## src/hdl/uv_sphere_cell_vertices_macros.svh

```systemverilog
// Assertion macros used by the sphere vertex top level.
`ifndef UV_SPHERE_CELL_VERTICES_MACROS_SVH
`define UV_SPHERE_CELL_VERTICES_MACROS_SVH
`ifndef NO_ASSERTIONS
`define UVS_ASSERT_IMP(lbl, ant, con, msg) \
  lbl: assert property (@(posedge clk) disable iff (!rst_n) (ant) |-> (con)) else $error(msg);
`define UVS_ASSERT_NXT(lbl, ant, con, msg) \
  lbl: assert property (@(posedge clk) disable iff (!rst_n) (ant) |=> (con)) else $error(msg);
`else
`define UVS_ASSERT_IMP(lbl, ant, con, msg)
`define UVS_ASSERT_NXT(lbl, ant, con, msg)
`endif
`endif

```

## src/hdl/uvs_pkg.sv

```systemverilog
// Constants, types and corner tables of the sphere vertex block.
`default_nettype none
package uvs_pkg;
  localparam int MAX_DIVISIONS   = 256;
  localparam int COORD_FRAC_BITS = 14;
  localparam int DIV_W           = 9;
  localparam int IDX_W           = 8;
  localparam int REM_W           = 10;
  localparam int PHASE_W         = 16;
  localparam int MAG_W           = 31;
  localparam int DIV_STEPS       = 16;
  localparam int SINE_LAT        = 5;
  localparam int PIPE_LAST       = 1 + DIV_STEPS + SINE_LAT + 1;
  localparam int SH_XZ           = 60 - COORD_FRAC_BITS;
  localparam int SH_Y            = 30 - COORD_FRAC_BITS;
  localparam logic [2:0] LAST_SLOT = 3'd5;

  localparam logic [30:0] SIN_A = 31'd1686629713;
  localparam logic [29:0] SIN_B = 30'd688904866;
  localparam logic [26:0] SIN_C = 27'd76016977;

  typedef struct packed {
    logic       err;
    logic [2:0] slot;
    logic       tex_u;
    logic       tex_v;
    logic       last;
  } sb_t;

  // slots 1, 2 and 4 sit on the upper latitude
  function automatic logic slot_lat1(input logic [2:0] s);
    return (s == 3'd1) || (s == 3'd2) || (s == 3'd4);
  endfunction

  // slots 2, 4 and 5 sit on the end longitude
  function automatic logic slot_lon1(input logic [2:0] s);
    return (s == 3'd2) || (s == 3'd4) || (s == 3'd5);
  endfunction
endpackage
`default_nettype wire

```

## src/hdl/uvs_div_cell.sv

```systemverilog
// One restoring division step: shift the remainder, subtract the divisor, emit a quotient bit.
`default_nettype none
module uvs_div_cell
  import uvs_pkg::*;
(
  input  wire logic               clk,
  input  wire logic               en,
  input  wire logic [REM_W-1:0]   rem_i,
  input  wire logic [REM_W-1:0]   div_i,
  input  wire logic [PHASE_W-1:0] quo_i,
  output logic      [REM_W-1:0]   rem_o,
  output logic      [REM_W-1:0]   div_o,
  output logic      [PHASE_W-1:0] quo_o
);
  logic [REM_W:0]   sh;
  logic [REM_W:0]   diff;
  logic             bit_q;
  logic [REM_W-1:0] rem_nxt;

  always_comb begin
    sh      = {rem_i, 1'b0};
    diff    = sh - {1'b0, div_i};
    bit_q   = (sh >= {1'b0, div_i});
    rem_nxt = bit_q ? diff[REM_W-1:0] : sh[REM_W-1:0];
  end

  always_ff @(posedge clk) begin
    if (en) begin
      rem_o <= rem_nxt;
      div_o <= div_i;
      quo_o <= {quo_i[PHASE_W-2:0], bit_q};
    end
  end
endmodule
`default_nettype wire

```

## config.mk

```make
export PLATFORM = sky130hd
export DESIGN_NAME = uvs_div_cell
export DESIGN_NICKNAME = d
export VERILOG_FILES = /design/src/hdl/uv_sphere_cell_vertices_macros.svh /design/src/hdl/uvs_pkg.sv /design/src/hdl/uvs_div_cell.sv
export SDC_FILE = /design/constraint.sdc
export NUM_CORES = 1
export LEC_CHECK = 0
export ABC_AREA = 1
export BUFFER_PORTS_ARGS = -buffer_cell sky130_fd_sc_hd__buf_4
export CORE_MARGIN = 2
export CORE_UTILIZATION = 43
export DETAILED_ROUTE_END_ITERATION = 16
export PLACE_DENSITY = 0.83
export SYNTH_ARGS = -nofsm -noshare
export SYNTH_HDL_FRONTEND = slang
export SYNTH_SLANG_ARGS = --single-unit
```

## constraint.sdc

```tcl
create_clock -name clk -period 1.43 [get_ports clk]
set_input_delay 0.143 -clock clk [delete_from_list [all_inputs] [get_ports clk]]
set_output_delay 0.143 -clock clk [all_outputs]
set_load 0.02 [all_outputs]
```

* Yosys cells after proc, flatten, opt, wreduce, memory -nomap -nowiden
Cells that the tools add are included.
Operators by class: eq/ne operators 0, $add $sub $neg 1, mux-type cells 1, shift operators 0, bitwise operators 0, magnitude comparators 1, div/mod/pow operators 0, multiply operators 0, reductions and logical operators 0
Operators with widths (number):
- $ge A11 B10 Y1 | 1
- $mux W10 | 1
- $sub A10 B10 Y10 | 1
Storage, ports and cells: bits in read-only memories 0, memories kept 0, flip-flop bits (word level) 36, bits in writable memories 0, latch bits 0

* Longest topological paths before layout
depth in word-level cells 2, mapped depth 12, mapped depth without buffers 11

* Worst setup path after synthesis
No wires, ideal clock.
path kind input to register, from input port div_i[2], to register rem_o[9], data pin, buffers on the path 2, path slack -0.070 ns, cell stages on the path 12, arrival 1.248 ns, required time 1.178 ns, path through inv_1 -> ha_1 -> buf_6 -> a21oi_4 -> nand2_2 -> nand2_1 -> nand2_2 -> nand2_2 -> nand2_4 -> buf_12 -> nand3_4 -> nand2_2
Between the ends: cells in the longest elaborated chain, start to end 2
RTL lines:
- start, declared | line uvs_div_cell.sv:9 | input wire logic [REM_W-1:0] div_i,
- $ge A11 B10 Y1 | line uvs_div_cell.sv:23 | bit_q = (sh >= {1'b0, div_i});
- named net bit_q | line uvs_div_cell.sv:17 | logic bit_q;
- $mux W10 | line uvs_div_cell.sv:24 | rem_nxt = bit_q ? diff[REM_W-1:0] : sh[REM_W-1:0];
- named net rem_nxt[9] | line uvs_div_cell.sv:18 | logic [REM_W-1:0] rem_nxt;
- end signal, assigned | line uvs_div_cell.sv:29 | rem_o <= rem_nxt;
- end, declared | line uvs_div_cell.sv:11 | output logic [REM_W-1:0] rem_o,
The timed path passes the listed nets, and every way through them passes these cells. A chain may end at the register's enable or synchronous reset.

* Worst setup path in the final report
from input port div_i[1], to register rem_o[7], data pin
Between the ends: cells in the longest elaborated chain, start to end 2
RTL lines (line):
- $sub A10 B10 Y10 or $ge A11 B10 Y1 (tied branches) | uvs_div_cell.sv:22, uvs_div_cell.sv:23
- $mux W10 (*) | uvs_div_cell.sv:24
- named net rem_nxt[7] | uvs_div_cell.sv:18
Mark *: on every way through the listed nets, which the timed path passes. The rest lies on a longest branch.

==> impl_metrics.csv <==
group,metric,value,unit
logic_synthesis,synth_compound_area_share,2.79,%
floorplan,fp.coreArea,4060,um^2
logic_synthesis,synth_top_family_by_area,"simple AND/OR/NAND/NOR gates",
clock_tree,path_clk_slew,0.07,ns
global_route,grt_usage,17.6,%
timing,finalCriticalPeriod,1.35,ns
routing,dr.pass1.iters,4,
clock_tree,cts_htree_levels,2,
logic_synthesis,syn_area,1840,um^2
setup_path,critPathLaunchType,"primary input",
logic_synthesis,synthAdderAreaFrac,7.89,%
clock_tree,clock_path_buffers,2,
logic_synthesis,ys_seq_area_share,58.7,%
floorplan,rows,23,
logic_synthesis,synth.ff_latch_count,36,
timing,relSlewSlack,68.9,%
timing,post-route-period-util,94.5,%
placed_design,port_buffers,72,
cells_and_area,final_util,68.3,%
logic_synthesis,ys_top_cells_by_area,"edfxtp_1 (59%), nand2_1 (10%), ha_1 (6.8%)",
timing,fmax,740,MHz
pwr,p_leak,0.00131,uW
routing,drc,0,
routing,vias,1492,
floorplan,die_area,4820,um^2
placed_design,place_area,2640,um^2
global_route,grt-ovfl-total,0,
global_route,antenna_found_initial,0,
logic_synthesis,synth_largest_area_cell,"edfxtp_1",
clock_tree,cts_tree,"built",
pwr,pwr-share-comb,27.2,%
global_route,grt_max_degree,37,
setup_path,end_kind,"flip-flop",
pwr,p_int,2180,uW
job,drv_cap,0,
pwr,power.density,1090,nW/um^2
pwr,clkPwrFrac,29.2,%
cells_and_area,syn_to_final_growth,50.5,%
pwr,sw_frac_of_total,27.4,%
logic_synthesis,synth.distinct_cells,23,
logic_synthesis,yosys.area_share.simple,22.3,%
min_path,min_path_type,"in -> reg",
timing,hold_violations,0,
setup_path,cp.arrival,1.39,ns
routing,final_antenna_net_count,0,
clock_tree,root_buffer,"clkbuf_8",
pwr,peakVddDrop,0.462,mV
routing,wl_per_cell,13.1,um
clock_tree,cts.sinks,36,
timing,grt_setup_unrepaired,"false",
floorplan,die_y,69.4,um
cells_and_area,final_area,2770,um^2
logic_synthesis,synth.avg_cell_area,10.9,um^2
clock_tree,cts_setup_buffers,0,
setup_path,worstPathRequired,1.47,ns
timing,worst_pin_slew,0.466,ns
routing,vias_per_cell,4.71,
timing,final_max_slew_viol_count,0,
logic_synthesis,synth_fp_nets,218,
setup_path,path_class,"in -> reg",
cells_and_area,drive_gt1_share,48.7,%
global_route,grt_pass1_vias,1508,
routing,wl,4150,um
cells_and_area,final_common_cell,"buf_4",
placed_design,place_hpwl,3090,um
logic_synthesis,synth_top_cell_area_share,58.7,%
clock_tree,cts-buffers-inserted,5,
clock_tree,ctsHoldBuffers,0,
logic_synthesis,synth_xor_xnor_area_share,1.43,%
timing,setup_viol,0,
pwr,power.share.sequential,43.6,%
logic_synthesis,ys_warn_count,0,
placed_design,gp_congestion,0.823,
floorplan,io_pins,74,
cells_and_area,final_nets,315,
cells_and_area,n_antenna_cell,0,
setup_path,cp_max_fo,4,
logic_synthesis,synthCells,169,
floorplan,start_util,45.4,%
floorplan,die_w,69.4,um
global_route,grt_pass1_wl,6700,um
status,status,"finished, final reports clean",
logic_synthesis,synth.area.mux_share,0,%
pwr,switching_power,824,uW
routing,initialDrtViolationCount,89,
min_path,whs_path_depth,1,
cells_and_area,final_cell_mix,"buf_4 (92), nand2_1 (50), edfxtp_1 (36), inv_1 (21), nand2_2 (10)",
## final cells by class
cell class                      instances  area [um^2]
Inverter                               25          108
Sequential cell                        36         1080
Clock buffer                            6         72.6
Timing Repair Buffer                   92          691
Fill cell                             302         1290
Tap cell                               50         62.6
Clock inverter                          2         35.0
Multi-Input combinational cell        106          721
## power by group through the flow
stage	clock [uW]	combinational, uW	sequential, uW
4_1_cts	896	813	1310
5_1_grt	940	889	1320
6_report	879	818	1310
3_5_place_dp	0	807	1330
3_3_place_gp	0	788	1330
2_1_floorplan	0	303	1470
## layer usage
layer | GRT usage (%) | share of wire, % | vias to the layer above
li1 | - | - | 744
met5 | 0 | 0 | -
met4 | 5.66 | 1.2 | 0
met2 | 30.4 | 49 | 59
met1 | 20.7 | 42 | 684
met3 | 5.38 | 7.3 | 5
## final timing paths
kind / start / endpoint
setup / recovery: div_i[1] / rem_o[7]$_DFFE_PP_
hold / removal: quo_i[8] / quo_o[9]$_DFFE_PP_
## cell families after synthesis
| kind of cell | Yosys count |
|---|---|
| AND/OR/NAND/NOR | 86 |
| adder cells (fa/ha/maj) | 11 |
| buffers and inverters | 27 |
| AO/OA/AOI/OAI | 6 |
| flip-flops | 36 |
| XOR/XNOR | 3 |
## flip-flops by register name, indices dropped and copies added (netlist names)
name and cells:
rem_o 10, quo_o 16, div_o 10
## what timing repair did
item                                    CTS  global route
endpoints found under the setup margin    0             9
hold endpoints to repair                  0             0
gates resized for setup                   0             3
## synth_stat cells
cell type	instances
clkinv_2	1
nand2_4	1
nand3_4	1
nand3_1	8
buf_6	1
ha_1	10
nor3_1	2
buf_12	1
a21oi_4	1
inv_1	23
xor2_1	3
a21oi_2	2
nand3b_1	1
edfxtp_1	36
a21oi_1	2
inv_2	1
nand2_1	51
nand2_2	9
nand4_1	1
o21bai_1	1
nand3_2	4
fa_1	1
nor2_1	8
## through the flow
step           setup WS [ns]  hold slack [ns]  std cells   TNS, ns  total power (uW)
2_1_floorplan       -0.00558            0.242        169  -0.00558              1770
3_3_place_gp          -0.209            0.321        309     -2.03              2120
3_5_place_dp          -0.221            0.323        309     -2.10              2140
4_1_cts               0.0811           0.0271        317         0              3020
5_1_grt               0.0146           0.0189        317         0              3150
6_report              0.0780           0.0289        317         0              3010
## worst max-delay path, stage by stage
cell and delay, ns:
buf_4 0.12, inv_2 0.07, ha_4 0.20, ha_1 0.19, nand2_1 0.09, nor3_2 0.05, a21oi_2 0.19, nand2_4 0.08
buf_4 0.16, nand3_2 0.06, nand2_1 0.05
Power figures use the tool's default switching activity.
