[config.mk]
export PLATFORM = sky130hd
export DESIGN_NAME = uvs_sine
export DESIGN_NICKNAME = d
export VERILOG_FILES = /design/src/hdl/uv_sphere_cell_vertices_macros.svh /design/src/hdl/uvs_pkg.sv /design/src/hdl/uvs_sine.sv
export SDC_FILE = /design/constraint.sdc
export NUM_CORES = 2
export LEC_CHECK = 0
export BUFFER_PORTS_ARGS = -buffer_cell sky130_fd_sc_hd__buf_2
export CORE_MARGIN = 4
export CORE_UTILIZATION = 35
export CTS_CLUSTER_DIAMETER = 60
export DETAILED_ROUTE_END_ITERATION = 8
export PLACE_DENSITY = 0.49
export SLEW_MARGIN = 20
export SYNTH_ARGS = -nofsm -noshare
export SYNTH_HDL_FRONTEND = slang
export SYNTH_SLANG_ARGS = --single-unit
[constraint.sdc]
create_clock -name clk -period 19.6 [get_ports clk]
set_clock_uncertainty 0.1 [all_clocks]
set_input_delay 5.88 -clock clk [delete_from_list [all_inputs] [get_ports clk]]
set_output_delay 5.88 -clock clk [all_outputs]
set_load 0.1 [all_outputs]
[src/hdl/uv_sphere_cell_vertices_macros.svh]
// Assertion macros used by the sphere vertex top level.
`ifndef UV_SPHERE_CELL_VERTICES_MACROS_SVH
`define UV_SPHERE_CELL_VERTICES_MACROS_SVH
`ifndef NO_ASSERTIONS
`define UVS_ASSERT_IMP(lbl, ant, con, msg) \
  lbl: assert property (@(posedge clk) disable iff (!rst_n) (ant) |-> (con)) else $error(msg);
`define UVS_ASSERT_NXT(lbl, ant, con, msg) \
  lbl: assert property (@(posedge clk) disable iff (!rst_n) (ant) |=> (con)) else $error(msg);
`else
`define UVS_ASSERT_IMP(lbl, ant, con, msg)
`define UVS_ASSERT_NXT(lbl, ant, con, msg)
`endif
`endif

[src/hdl/uvs_pkg.sv]
// Constants, types and corner tables of the sphere vertex block.
`default_nettype none
package uvs_pkg;
  localparam int MAX_DIVISIONS   = 256;
  localparam int COORD_FRAC_BITS = 14;
  localparam int DIV_W           = 9;
  localparam int IDX_W           = 8;
  localparam int REM_W           = 10;
  localparam int PHASE_W         = 16;
  localparam int MAG_W           = 31;
  localparam int DIV_STEPS       = 16;
  localparam int SINE_LAT        = 5;
  localparam int PIPE_LAST       = 1 + DIV_STEPS + SINE_LAT + 1;
  localparam int SH_XZ           = 60 - COORD_FRAC_BITS;
  localparam int SH_Y            = 30 - COORD_FRAC_BITS;
  localparam logic [2:0] LAST_SLOT = 3'd5;

  localparam logic [30:0] SIN_A = 31'd1686629713;
  localparam logic [29:0] SIN_B = 30'd688904866;
  localparam logic [26:0] SIN_C = 27'd76016977;

  typedef struct packed {
    logic       err;
    logic [2:0] slot;
    logic       tex_u;
    logic       tex_v;
    logic       last;
  } sb_t;

  // slots 1, 2 and 4 sit on the upper latitude
  function automatic logic slot_lat1(input logic [2:0] s);
    return (s == 3'd1) || (s == 3'd2) || (s == 3'd4);
  endfunction

  // slots 2, 4 and 5 sit on the end longitude
  function automatic logic slot_lon1(input logic [2:0] s);
    return (s == 3'd2) || (s == 3'd4) || (s == 3'd5);
  endfunction
endpackage
`default_nettype wire

[src/hdl/uvs_sine.sv]
// Pipelined polynomial sine of a 16-bit turn phase: Q30 magnitude and sign, five stages.
`default_nettype none
module uvs_sine
  import uvs_pkg::*;
(
  input  wire logic               clk,
  input  wire logic               en,
  input  wire logic [PHASE_W-1:0] phase_i,
  output logic      [MAG_W-1:0]   mag_o,
  output logic                    neg_o
);
  logic [14:0]      x;
  logic             neg0;
  logic [MAG_W-1:0] t1_r, t2_r, t3_r, t4_r;
  logic [MAG_W-1:0] sq2_r, sq3_r;
  logic [29:0]      r3_r;
  logic [30:0]      r4_r;
  logic [3:0]       neg_r;
  logic [61:0]      p_sq, p_t, p_r4;
  logic [57:0]      p_c;
  logic [60:0]      p_r;

  always_comb begin
    x = {1'b0, phase_i[13:0]};
    if (phase_i[14]) begin
      x = 15'd16384 - {1'b0, phase_i[13:0]};
    end
    neg0 = phase_i[15] && (x != 15'd0);
    p_sq = 62'(t1_r) * 62'(t1_r);
    p_c  = 58'(sq2_r) * 58'(SIN_C);
    p_r  = 61'(sq3_r) * 61'(r3_r);
    p_t  = 62'(t4_r) * 62'(r4_r);
    p_r4 = p_t;
  end

  always_ff @(posedge clk) begin
    if (en) begin
      // stage 1: fold into the first quadrant
      t1_r     <= {x, 16'd0};
      neg_r[0] <= neg0;
      // stage 2: t squared
      sq2_r    <= p_sq[60:30];
      t2_r     <= t1_r;
      neg_r[1] <= neg_r[0];
      // stage 3: inner term
      r3_r     <= SIN_B - 30'(p_c[57:30]);
      sq3_r    <= sq2_r;
      t3_r     <= t2_r;
      neg_r[2] <= neg_r[1];
      // stage 4: outer term
      r4_r     <= SIN_A - p_r[60:30];
      t4_r     <= t3_r;
      neg_r[3] <= neg_r[2];
      // stage 5: final product
      mag_o    <= p_r4[60:30];
      neg_o    <= neg_r[3];
    end
  end
endmodule
`default_nettype wire
# After elaboration in Yosys (flattened, before gate mapping)

Cells that the tools add are included.
W data, S select, Z words.

Logic and storage cells: 21
Flip-flop bits (word level): 215

$add $sub $neg: 3
Reduce and logical (&&, ||, !) cells: 2
Multiplexer cells: 1
Multipliers: 4

Operators with widths:

| kind                     | number |
|---|---|
| $mul A29 B30 Y59         | 1 |
| $mul A29 B27 Y56 const B | 1 |
| $mul A15 B31 Y45         | 1 |
| $sub A31 B31 Y31 const A | 1 |
| $sub A30 B28 Y30 const A | 1 |
| $mul A15 B15 Y29         | 1 |
| $mux W15                 | 1 |
| $reduce_bool A15 Y1      | 1 |
| $sub A15 B14 Y15 const A | 1 |
| $logic_and A1 B1 Y1      | 1 |

# Logic depth before layout (Yosys ltp)

Depth after elaboration: 4
Gate-level depth with buffers: 34
Gate-level depth less buffers: 32

# Worst setup path after synthesis

Ideal clock, no wire load.

Path type: flip-flop to flip-flop
Start point: register r3_r[23]
End point: register r4_r[18], data pin
Buffers on the path: 2
Cell stages (with the launch flop): 29
Setup time: 262 ps
Required time: 19238 ps
Period minus slack after synthesis: 8343 ps
Path slack: 11257 ps
Data arrival time: 7981 ps
Cell sequence: edfxtp_1 clkbuf_1 clkbuf_1 nand2_1 fa_1 inv_1 fa_1 inv_1 fa_1 inv_1 fa_1 fa_1 fa_1 fa_1 inv_1 fa_1 inv_1 ha_1 o21ai_0 o221ai_1 a21oi_1 o21ai_0 a21oi_1 xor2_1 or3b_2 a211oi_2 nor2_1 or4_1 xor2_1

Word-level cells in the longest chain between the ends: 2

Ends and longest elaborated chain:

| item                     | RTL line       | source |
|---|---|---|
| start: declaration       | uvs_sine.sv:16 | `logic [29:0] r3_r;` |
| start signal: assignment | uvs_sine.sv:46 | `r3_r <= SIN_B - 30'(p_c[57:30]);` |
| $mul A29 B30 Y59         | uvs_sine.sv:31 | `p_r = 61'(sq3_r) * 61'(r3_r);` |
| $sub A31 B31 Y31         | uvs_sine.sv:51 | `r4_r <= SIN_A - p_r[60:30];` |
| end signal: assignment   | uvs_sine.sv:51 |  |
| end: declaration         | uvs_sine.sv:17 | `logic [30:0] r4_r;` |

Every way passes these cells.
A chain may end at the register's enable or synchronous reset.

# Final worst setup path

Start point: register sq3_r[17]
End point: register r4_r[30], data pin

Word-level cells in the longest chain between the ends: 2

Ends and longest elaborated chain:

| item                     | RTL line       | source |
|---|---|---|
| start: declaration       | uvs_sine.sv:15 | `logic [MAG_W-1:0] sq2_r, sq3_r;` |
| start signal: assignment | uvs_sine.sv:47 | `sq3_r <= sq2_r;` |
| $mul A29 B30 Y59         | uvs_sine.sv:31 |  |
| $sub A31 B31 Y31         | uvs_sine.sv:51 |  |

Every way passes these cells.

==> summary.txt <==
Outcome
  – Status: completed

Finish
  – Share of layout cells above drive strength 1: a little under 4%
  – Area growth, synth to finish: 6.75%
  – Nets: just over 9k

Worst hold path
  – Hold Crit Class: reg -> reg
  – Worst hold start: neg_r[0]$_DFFE_PP_
  – Hold Crit Endpoint: neg_r[1]$_DFFE_PP_
  – Hold Crit Depth: 0

Floorplan
  – Io pins: 50
  – Chip Height: approximately 450 um
  – Die area: about 200000 um^2
  – Starting Density: a little over a third
  – FP Rows: about 160
  – Die W: 448 um
  – Core area: about 190000 um^2

Global routing
  – Largest net degree at the start of global routing: 80
  – Grt ovf: 0
  – GRT Total Usage: a little under a fifth
  – First-pass GRT wire length: 290000 um
  – Vias in the first global route: 50.8k
  – Initial antenna violation count: 9

Clock tree
  – Max clock buf depth: 3
  – Htree depth: 2
  – CTS clk-pin slew, worst paths: approximately 0.060 ns
  – Cts bufs inserted: 39
  – Root Buffer: clkbuf_16
  – Clk Latency, worst-skew pair: roughly 0.6 ns
  – CTS Hold Buffers Added: 0
  – CTS tree: yes
  – # clock sinks: between 200 and 250
  – Post-CTS Resized: 0
  – # Post-CTS Setup Buffers: 0

Setup path
  – Crit path largest cell delay: 0.74 ns
  – Reg2Reg Setup Slack: 10.11 ns
  – Startpoint Class: flop
  – CP Class: reg -> reg
  – R2r startpoint: sq3_r[17]$_DFFE_PP_
  – Worst setup EP type: flop
  – Worst EP arrival: between 9 and 10 ns
  – Crit-path leading delay family: adder cells
  – WP buf/inv: 7
  – Crit-path most repeated cell: fa_1
  – Crit Reg-Reg Endpoint: r4_r[30]$_DFFE_PP_
  – R2R depth: 30
  – Critical Path Fanout Max: 16
  – Critical path's slowest cell: edfxtp_1
  – Critical Path RT: slightly below 20 ns

Yosys
  – Syn Area/Cell: a little under 10 um^2
  – Yosys reg bits: between 200 and 250
  – Mapped Area: 67800 um^2
  – Post-Syn Instances: 6968
  – Number of flops mapped to enable cells by yosys: 211
  – Register area share after synthesis: about a tenth
  – Post-synth top flop: edfxtp_1
  – Syn. warnings: 0
  – Netlist cell types: 87
  – FFs w/ async S/R, synth: 0%

Placement
  – DP HPWL: approximately 140000 um
  – Placer Congestion: approximately 0.85
  – Count of input and output buffers: 49

Detailed routing
  – Top Layer Used: met4
  – Vias: about 46k
  – Drt drc: 0
  – First drt pass iteration count: 5
  – Routed Antenna Nets: 0
  – Met1 wire length: just over 80000 um
  – Met2 WL: between 80000 and 90000 um
  – DRT Wirelength: around 180000 um
  – Vias per inst: slightly below 5
  – WL/cell: around 19 um
  – DR iter-0 viols: 2172
  – Met3 WL: 7360 um

STA
  – Final slew viol count: 0
  – Headroom to the max-slew limit: roughly a quarter
  – Fmax achieved: around 110 MHz
  – Final setup TNS: 0 ns
  – Period utilization: 48.4%
  – Worst Tran Pin Value: 1.11 ns
  – Final Critical Period: 9.49 ns
  – Final setup vio count: 0
  – RSZ-0062 raised after global routing: no
  – Fin. Hold Viols: 0

Job
  – Max Cap Viol: 0
## how the worst max path moves through the flow
stage	cells after the start	startpoint	slack [ns]	to
5_1_grt	30	sq3_r[17]$_DFFE_PP_	9.55	r4_r[30]$_DFFE_PP_
3_5_place_dp	30	sq3_r[17]$_DFFE_PP_	10.13	r4_r[28]$_DFFE_PP_
6_report	30	sq3_r[17]$_DFFE_PP_	10.11	r4_r[30]$_DFFE_PP_
2_1_floorplan	28	r3_r[23]$_DFFE_PP_	11.26	r4_r[18]$_DFFE_PP_
4_1_cts	29	sq3_r[17]$_DFFE_PP_	10.11	r4_r[29]$_DFFE_PP_
3_3_place_gp	28	sq3_r[17]$_DFFE_PP_	10.23	r4_r[30]$_DFFE_PP_
## per-layer routing
metal / GRT usage, % / vias to the layer above
met5: 0 / -
met4: 4.30 / 0
met3: 1.73 / 171
met2: 31.8 / 869
met1: 25.4 / 23900
li1: - / 20700
## layout make-up
class	count	area (um^2)
clock inverter	31	392
sequential	211	6340
inverter	1679	6300
multi-input combinational	4794	54100
fill	19400	120000
tap	2526	3160
clock buffer	41	983
antenna	1	2.50
timing repair buffer	166	1130
## cells by family (layout without fill, tap and decap cells)
logic type,count (synthesis),after routing,share of synthesized area (%)
other,1,11,0.00553
AOI/OAI and AO/OA,499,499,4.82
and+or+nand+nor,1830,1830,13.6
xor gates and xnor gates,166,166,2.14
adders and majority gates,2279,2279,59.0
muxes,10,10,0.153
DFF,211,211,9.35
buffers and inverters,1972,1917,11.0
## worst reg2reg max path: cells and delay by family, from the launching register on
family	cells	cell delay (ns)
AOI/OAI and AO/OA	10	2.53
adders and majority gates	9	4.32
buffers and inverters	7	0.70
xor gates and xnor gates	1	0.15
and+or+nand+nor	3	0.69
DFF	1	0.74
## sequential cells by signal, summed over array words and instances, names as in the netlist
register and cells:
neg_o 1, neg_r 4, t1_r 15, r3_r 30, t2_r 15, r4_r 31
sq3_r 27, t3_r 15, mag_o 31, t4_r 15, sq2_r 27
## metrics by stage
stage | instance area (um^2) | hold WS [ns] | util (%) | setup slack [ns] | cells
2_1_floorplan | 67800 | 0.300 | - | 11.26 | 6977
3_3_place_gp | 71000 | 0.301 | 36.9 | 10.23 | 9376
3_5_place_dp | 71000 | 0.305 | 36.9 | 10.13 | 9376
4_1_cts | 72400 | 0.314 | 37.6 | 10.11 | 9448
5_1_grt | 72400 | 0.323 | 37.6 | 9.55 | 9448
6_report | 72400 | 0.315 | 37.6 | 10.11 | 9449
## cell usage after synthesis, types with 6 or more instances
cell type,n,share of area (%)
or3_1,11,0.10
a21boi_0,13,0.14
a31oi_1,12,0.11
a31o_2,6,0.078
clkbuf_1,286,1.6
inv_1,1679,9.3
edfxtp_1,211,9.3
o221ai_1,6,0.078
a21oi_1,147,1.1
nor2b_1,21,0.19
o21a_1,10,0.11
o21bai_1,18,0.20
nor4_1,10,0.092
nor3b_1,9,0.10
and3_1,15,0.14
o211ai_1,20,0.22
a21o_1,71,0.79
or2_2,7,0.065
and2_1,702,6.5
nand2b_1,24,0.22
ha_1,751,14
xnor2_1,117,1.5
nor2_1,76,0.42
a211o_1,13,0.17
nor3_1,36,0.27
fa_1,1528,45
nand4_1,27,0.25
a211oi_1,18,0.20
nand3_1,31,0.23
o21ai_0,92,0.68
o31ai_1,6,0.066
xor2_1,49,0.63
nand2_1,827,4.6
nand3b_1,7,0.078
mux2i_1,7,0.10
## placed cells by master (no fill, tap or decap), drive strengths merged, types with 13 or more instances in the layout
cell,instances
nand4,27
and2,703
a211oi,19
and3,16
nand3,31
ha,751
buf,166
o21ai,95
a21o,72
inv,1688
fa,1528
nor3,36
nand2b,24
clkbuf,41
xor2,49
a211o,13
o21bai,19
a21boi,13
nor2,76
edfxtp,211
clkinv,14
xnor2,117
o211ai,22
a21oi,150
nor2b,21
nand2,829
Power is left out: the tool's default activity adds up to more than one toggle a clock period on the data nets, which glitch-free logic cannot reach.
